File: src/rtl/two_level_page_table_manager_core_assert.svh
// Assertion macros for the page table manager core.
// Expects clk and arst_n in the scope of use.
`ifndef TWO_LEVEL_PAGE_TABLE_MANAGER_CORE_ASSERT_SVH
`define TWO_LEVEL_PAGE_TABLE_MANAGER_CORE_ASSERT_SVH

// same-cycle implication
`define TLPTM_ASSERT_NOW(label, ante, cons, msg) \
	label: assert property (@(posedge clk) disable iff (!arst_n) (ante) |-> (cons)) \
		else $error(msg);

// next-cycle implication
`define TLPTM_ASSERT_NEXT(label, ante, cons, msg) \
	label: assert property (@(posedge clk) disable iff (!arst_n) (ante) |=> (cons)) \
		else $error(msg);

`endif

File: src/rtl/tlptm_pkg.sv
// Shared types and constants for the two-level page table manager.
// No dependencies.
`timescale 1ns / 1ps

package tlptm_pkg;

	localparam int VPN_W           = 20;
	localparam int FRAME_W         = 20;
	localparam int FLAGS_W         = 12;
	localparam int IDX_W           = 10;
	localparam int TBL_LEN         = 1024;
	localparam int DIR_ENTRIES     = 1024;
	localparam int WORD_W          = FRAME_W + FLAGS_W;
	localparam int TABLE_SLOTS_DEF = 16;

	typedef enum logic [1:0] {
		ACT_MAP         = 2'd0,
		ACT_XLATE       = 2'd1,
		ACT_UNMAP_PAGE  = 2'd2,
		ACT_UNMAP_TABLE = 2'd3
	} action_t;

	typedef enum logic [1:0] {
		ST_OK        = 2'd0,
		ST_NO_TABLE  = 2'd1,
		ST_POOL_FULL = 2'd2
	} status_t;

	typedef struct packed {
		action_t              action;
		logic [VPN_W-1:0]     virt_page;
		logic [FRAME_W-1:0]   phys_frame;
		logic [FLAGS_W-1:0]   entry_flags_in;
	} req_t;

	typedef struct packed {
		status_t              status;
		logic [FRAME_W-1:0]   frame_out;
		logic [FLAGS_W-1:0]   flags_out;
	} rsp_t;

	typedef enum logic [1:0] {
		TW_CLEAR     = 2'd0,
		TW_MAP_DIR   = 2'd1,
		TW_MAP_ALLOC = 2'd2,
		TW_ZERO_DIR  = 2'd3
	} tbl_wsel_t;

	typedef enum logic [1:0] {
		RS_OK        = 2'd0,
		RS_NO_TABLE  = 2'd1,
		RS_POOL_FULL = 2'd2,
		RS_XLATE     = 2'd3
	} rsp_sel_t;

	typedef struct packed {
		logic       req_take;
		logic       dir_we;
		logic       dir_init;
		logic       dir_set;
		logic       tbl_re;
		logic       tbl_we;
		tbl_wsel_t  tbl_wsel;
		logic       sweep_inc;
		logic       scan_clr;
		logic       scan_inc;
		logic       slot_take;
		logic       slot_free;
		logic       rsp_load;
		rsp_sel_t   rsp_sel;
	} tlptm_cmd_t;

	typedef struct packed {
		action_t    action;
		logic       present;
		logic       used_at_scan;
		logic       scan_last;
		logic       sweep_last;
		logic       rsp_free;
	} tlptm_sts_t;

endpackage

File: src/rtl/tlptm_ctrl.sv
// Controller state machine sequencing directory and table accesses.
// Depends on tlptm_pkg.
`timescale 1ns / 1ps

module tlptm_ctrl import tlptm_pkg::*; (
	input  logic       clk,
	input  logic       arst_n,
	input  logic       req_valid,
	output logic       req_stall,
	input  tlptm_sts_t sts,
	output tlptm_cmd_t cmd
);

	typedef enum logic [2:0] {
		S_INIT,
		S_IDLE,
		S_DIR,
		S_TBL,
		S_SCAN,
		S_CLEAR,
		S_MAP
	} state_t;

	state_t state_q;
	state_t state_d;

	always_comb begin
		cmd     = '0;
		state_d = state_q;
		unique case (state_q)
			S_INIT: begin
				cmd.dir_we    = 1'b1;
				cmd.dir_init  = 1'b1;
				cmd.sweep_inc = 1'b1;
				if (sts.sweep_last) begin
					state_d = S_IDLE;
				end
			end
			S_IDLE: begin
				if (req_valid) begin
					cmd.req_take = 1'b1;
					state_d      = S_DIR;
				end
			end
			S_DIR: begin
				if (!sts.present) begin
					if (sts.action == ACT_MAP) begin
						cmd.scan_clr = 1'b1;
						state_d      = S_SCAN;
					end else if (sts.rsp_free) begin
						cmd.rsp_load = 1'b1;
						cmd.rsp_sel  = RS_NO_TABLE;
						state_d      = S_IDLE;
					end
				end else begin
					unique case (sts.action)
						ACT_XLATE: begin
							cmd.tbl_re = 1'b1;
							state_d    = S_TBL;
						end
						ACT_MAP: begin
							if (sts.rsp_free) begin
								cmd.tbl_we   = 1'b1;
								cmd.tbl_wsel = TW_MAP_DIR;
								cmd.rsp_load = 1'b1;
								cmd.rsp_sel  = RS_OK;
								state_d      = S_IDLE;
							end
						end
						ACT_UNMAP_PAGE: begin
							if (sts.rsp_free) begin
								cmd.tbl_we   = 1'b1;
								cmd.tbl_wsel = TW_ZERO_DIR;
								cmd.rsp_load = 1'b1;
								cmd.rsp_sel  = RS_OK;
								state_d      = S_IDLE;
							end
						end
						ACT_UNMAP_TABLE: begin
							if (sts.rsp_free) begin
								cmd.slot_free = 1'b1;
								cmd.dir_we    = 1'b1;
								cmd.rsp_load  = 1'b1;
								cmd.rsp_sel   = RS_OK;
								state_d       = S_IDLE;
							end
						end
						default: ;
					endcase
				end
			end
			S_TBL: begin
				if (sts.rsp_free) begin
					cmd.rsp_load = 1'b1;
					cmd.rsp_sel  = RS_XLATE;
					state_d      = S_IDLE;
				end
			end
			S_SCAN: begin
				if (!sts.used_at_scan) begin
					cmd.slot_take = 1'b1;
					state_d       = S_CLEAR;
				end else if (sts.scan_last) begin
					if (sts.rsp_free) begin
						cmd.rsp_load = 1'b1;
						cmd.rsp_sel  = RS_POOL_FULL;
						state_d      = S_IDLE;
					end
				end else begin
					cmd.scan_inc = 1'b1;
				end
			end
			S_CLEAR: begin
				cmd.tbl_we    = 1'b1;
				cmd.tbl_wsel  = TW_CLEAR;
				cmd.sweep_inc = 1'b1;
				if (sts.sweep_last) begin
					state_d = S_MAP;
				end
			end
			S_MAP: begin
				if (sts.rsp_free) begin
					cmd.tbl_we   = 1'b1;
					cmd.tbl_wsel = TW_MAP_ALLOC;
					cmd.dir_we   = 1'b1;
					cmd.dir_set  = 1'b1;
					cmd.rsp_load = 1'b1;
					cmd.rsp_sel  = RS_OK;
					state_d      = S_IDLE;
				end
			end
			default: state_d = S_INIT;
		endcase
	end

	always_ff @(posedge clk or negedge arst_n) begin
		if (!arst_n) begin
			state_q <= S_INIT;
		end else begin
			state_q <= state_d;
		end
	end

	assign req_stall = (state_q != S_IDLE);

endmodule

File: config.mk
export PLATFORM = sky130hd
export DESIGN_NAME = tlptm_ctrl
export DESIGN_NICKNAME = d
export VERILOG_FILES = /design/src/rtl/two_level_page_table_manager_core_assert.svh /design/src/rtl/tlptm_pkg.sv /design/src/rtl/tlptm_ctrl.sv
export SDC_FILE = /design/constraint.sdc
export NUM_CORES = 1
export LEC_CHECK = 0
export ABC_AREA = 1
export BUFFER_PORTS_ARGS = -buffer_cell sky130_fd_sc_hd__buf_2
export CORE_AREA = 2 2 39 41
export CTS_CLUSTER_DIAMETER = 80
export DETAILED_ROUTE_END_ITERATION = 16
export DIE_AREA = 0 0 41 43
export PLACE_DENSITY_LB_ADDON = 0.12
export RECOVER_POWER = 50
export SYNTH_ARGS = -nofsm -noshare
export SYNTH_HDL_FRONTEND = slang
export SYNTH_SLANG_ARGS = --single-unit
File: constraint.sdc
create_clock -name clk -period 1.75 [get_ports clk]
set_input_delay 0.175 -clock clk [delete_from_list [all_inputs] [get_ports clk]]
set_output_delay 0.175 -clock clk [all_outputs]
set_load 0.02 [all_outputs]
After elaboration in Yosys (flattened, before gate mapping)

Cells that the tools add are included.

Flip-flop bits (word level): 3

Equal/unequal tests: 14
Mux-type cells: 45
Reductions and logical operators: 7

Operators with widths:

| kind                                                  | number |
|---|---|
| two-way mux 3 bit                                     | 16 |
| two-way mux 1 bit                                     | 19 |
| one-hot mux 3 bit (2 select lines)                    | 3 |
| one-hot mux 3 bit (6 select lines)                    | 1 |
| one-hot mux 3 bit (4 select lines)                    | 1 |
| == test 3 bit, second input constant                  | 3 |
| one-hot mux 3 bit (3 select lines)                    | 1 |
| two-way mux 4 bit                                     | 2 |
| == test 3 x 2 -> 1 bit, second input constant         | 2 |
| inequality test 2 bit, second input constant          | 3 |
| OR reduction 2 bit                                    | 3 |
| == test 2 bit, second input constant                  | 2 |
| AND reduction 4 bit                                   | 1 |
| == test 3 x 1 -> 1 bit, second input constant         | 1 |
| logical NOT 3 bit                                     | 1 |
| inequality test 3 x 1 -> 1 bit, second input constant | 1 |
| inequality test 3 bit, second input constant          | 1 |
| one-hot mux 1 bit (3 select lines)                    | 1 |
| OR reduction 3 bit                                    | 1 |
| == test 2 x 1 -> 1 bit, second input constant         | 1 |
| logical NOT 2 bit                                     | 1 |
| two-way mux 2 bit                                     | 1 |

Logic depth before layout (Yosys ltp)

Depth after elaboration: 5
Gate-level depth with buffers: 10

Worst setup path after synthesis

No wires, ideal clock.

Path kind: reg-to-output
Start: register state_q[0]
End: output cmd[0] (netlist name)
Data arrival time: 1.369 ns
Data required time: 1.575 ns
Path slack: 0.206 ns
Stages on the path, launching flop included: 5
Cells stage by stage: dfrtp_1 > buf_6 > nor3_4 > inv_1 > o21ai_0

RTL lines:

| what                   | RTL line          | source |
|---|---|---|
| start, declared        | tlptm_ctrl.sv:24  | `state_t state_q;` |
| start signal, assigned | tlptm_ctrl.sv:140 | `state_q <= state_d;` |
| end, declared          | tlptm_ctrl.sv:11  | `output tlptm_cmd_t cmd` |

==> flow_summary_export.csv <==
group,metric,value,unit
outcome,status,"finished clean",
timing,final-setup-viol-count,0,
timing,period_minus_slack,1670,ps
logic_synthesis,yosysWarningCount,0,
route,vias,687,
logic_synthesis,synth.cell_area,568,sq um
grt,grt_max_degree,10,
place,gp_congestion,0.834,
route,drt-wirelength-per-cell,9.93,um
floorplan,die_h,43,um
clocking,clock-root-buffer,"clkbuf_4",
clocking,h-tree-depth,1,
floorplan,dieWidth,41,um
place,postPlaceCellArea,679,sq um
flow_run,cap_viol_max_count,0,
finish,final_area,771,sq um
finish,largest_reg_flops,3,
grt,grt_usage,0.193,
route,drtIter0Drc,20,
logic_synthesis,syn_avg_cell_area,5.68,sq um
floorplan,io_pins,27,
route,drt_pass1_iterations,4,
grt,first_global_vias,602,
worst_setup_path,path_class,"flip-flop to output port",
timing,finalMaxSlewViolations,0,
finish,n_antenna_cell,0,
grt,antenna_found_initial,0,
clocking,clk_path_buf_depth,2,
worst_setup_path,start_kind,"flip-flop",
clocking,cts_num_sinks,3,
finish,final_cells,150,
clocking,clk_pin_slew,40,ps
finish,num-nets-final,145,
timing,hold_viol_final,0,
route,ant_nets,0,
route,viasPerCell,4.58,
finish,mostFrequentLayoutCells,"buf_2 (25), inv_1 (20), nand2_1 (19)",
worst_setup_path,critPathRequiredTime,1570,ps
route,wl,1490,um
clocking,cts_buffers,3,
timing,finClkSkew,2.23,ps
floorplan,dieArea,1760,sq um
finish,synthToLayoutAreaGrowth,35.7,%
finish,postLayoutCoreUtil,0.557,
worst_setup_path,critical_path.endpoint_type,"output port",
floorplan,core_region_area,1380,sq um
timing,worst_pin_slew,326,ps
power,power_density,1580,nW/um^2
finish,largest_register,"state_q",
worst_hold_path,hold_path.class,"primary input to flip-flop",
timing,fmax,600,MHz
timing,whs,235,ps
power,worst_ir_drop_vdd,0.753,mV
logic_synthesis,ys_seq_area_frac,0.132,
finish,reg_top3,"state_q: 3 flops",
finish,mostFrequentLayoutCell,"buf_2",
logic_synthesis,ys_ff_latch,3,
floorplan,start_util,0.410,
power,p_leak,0.492,nW
logic_synthesis,synth_cells,100,
clocking,cts_tree,"built",
worst_setup_path,arrival,1490,ps
place,dpl.hpwl,1130,um
route,drc,0,
grt,grt_pass1_wl,2410,um
finish,drive_gt1_frac,0.433,
timing,fin_crit_sh,0.953,
timing,maxSlewHeadroom,0.782,
clocking,insertion_delay,230,ps
worst_setup_path,critPathMaxFanout,8,
place,dp_cells,138,
logic_synthesis,synth_cell_type_count,18,
logic_synthesis,syn_nets,110,
grt,gr-total-overflow,0,
place,io_buffers,26,
floorplan,rows,14,
-- cell families (layout without fill, tap and decap cells) --
| group | Yosys count | count (layout) | share of synthesized area |
|---|---|---|---|
| simple gates | 64 | 64 | 0.586 |
| flops | 3 | 3 | 0.132 |
| buf+inv | 28 | 62 | 0.231 |
| compound gates | 5 | 5 | 0.0506 |
-- Yosys cell counts --
master	instances	area share
a21oi_2	1	0.015
nor2_1	10	0.066
nand3_2	2	0.035
inv_1	20	0.13
inv_4	1	0.011
buf_2	1	0.0088
buf_6	3	0.059
o21ai_0	3	0.026
nand2_1	19	0.13
o21ai_1	1	0.0088
nand2_2	7	0.077
inv_2	3	0.020
nor2_2	4	0.044
dfrtp_1	3	0.13
nor2_4	1	0.020
nand3_1	14	0.12
nor3_4	1	0.029
nand4_1	6	0.066
-- final timing paths --
kind                                  from    endpoint  slack (ps)  cells past startpoint
worst max-delay path            state_q[2]      cmd[9]          80                      4
worst min-delay path                sts[1]  state_q[0]         240                      4
worst max register to register  state_q[2]  state_q[0]         430                      6
worst min register to register  state_q[2]  state_q[2]         630                      2
max in group asynchronous           arst_n  state_q[1]        1290                      2
min in group asynchronous           arst_n  state_q[2]         280                      2
-- metal layers --
metal / global-route usage / vias to the layer above / wire length (um)
met1: 0.280 / 287 / 727
met5: 0 / - / 0
met3: 0.0471 / 0 / 80
li1: - / 379 / -
met4: 0.0200 / 0 / 0
met2: 0.291 / 21 / 682
-- final cells by class --
| cell class | instances | area [sq um] |
|---|---|---|
| inverters | 24 | 92.6 |
| clock buffers | 4 | 26.3 |
| multi-input cells | 69 | 362 |
| repair buffers | 34 | 191 |
| fillers | 149 | 613 |
| flip-flops and latches | 3 | 78.8 |
| well taps | 16 | 20.0 |
-- worst max-delay path: stages, from the launching register on --
cell	delay, ps
dfrtp_2	480
nor3_4	340
nand3_2	130
o21ai_1	140
buf_2	170
-- timing repair --
item / in CTS / in global routing
cloned: 0 / 0
gates resized for setup: 1 / 3
buffers inserted: 0 / 7
pin swaps: 0 / 2
setup endpoints to repair: 3 / 10
hold buffers: 1 / 0
endpoints found under the hold margin: 3 / 0
-- power breakdown --
group / leakage (nW) / switching (mW) / internal, mW
logic: 0.443 / 0.550 / 0.345
clock network: 0.0150 / 0.0388 / 0.0857
registers: 0.0346 / 0.0903 / 0.110
total: 0.492 / 0.679 / 0.540
-- metrics by stage --
step           total power, mW  worst slack [ps]  TNS (ps)
2_1_floorplan            0.848               206         0
4_1_cts                   1.12              9.01         0
3_5_place_dp             0.980               239         0
5_1_grt                   1.33             -8.81     -8.81
3_3_place_gp             0.984               269         0
6_report                  1.22              82.7         0
(Power assumes the default switching activity.)
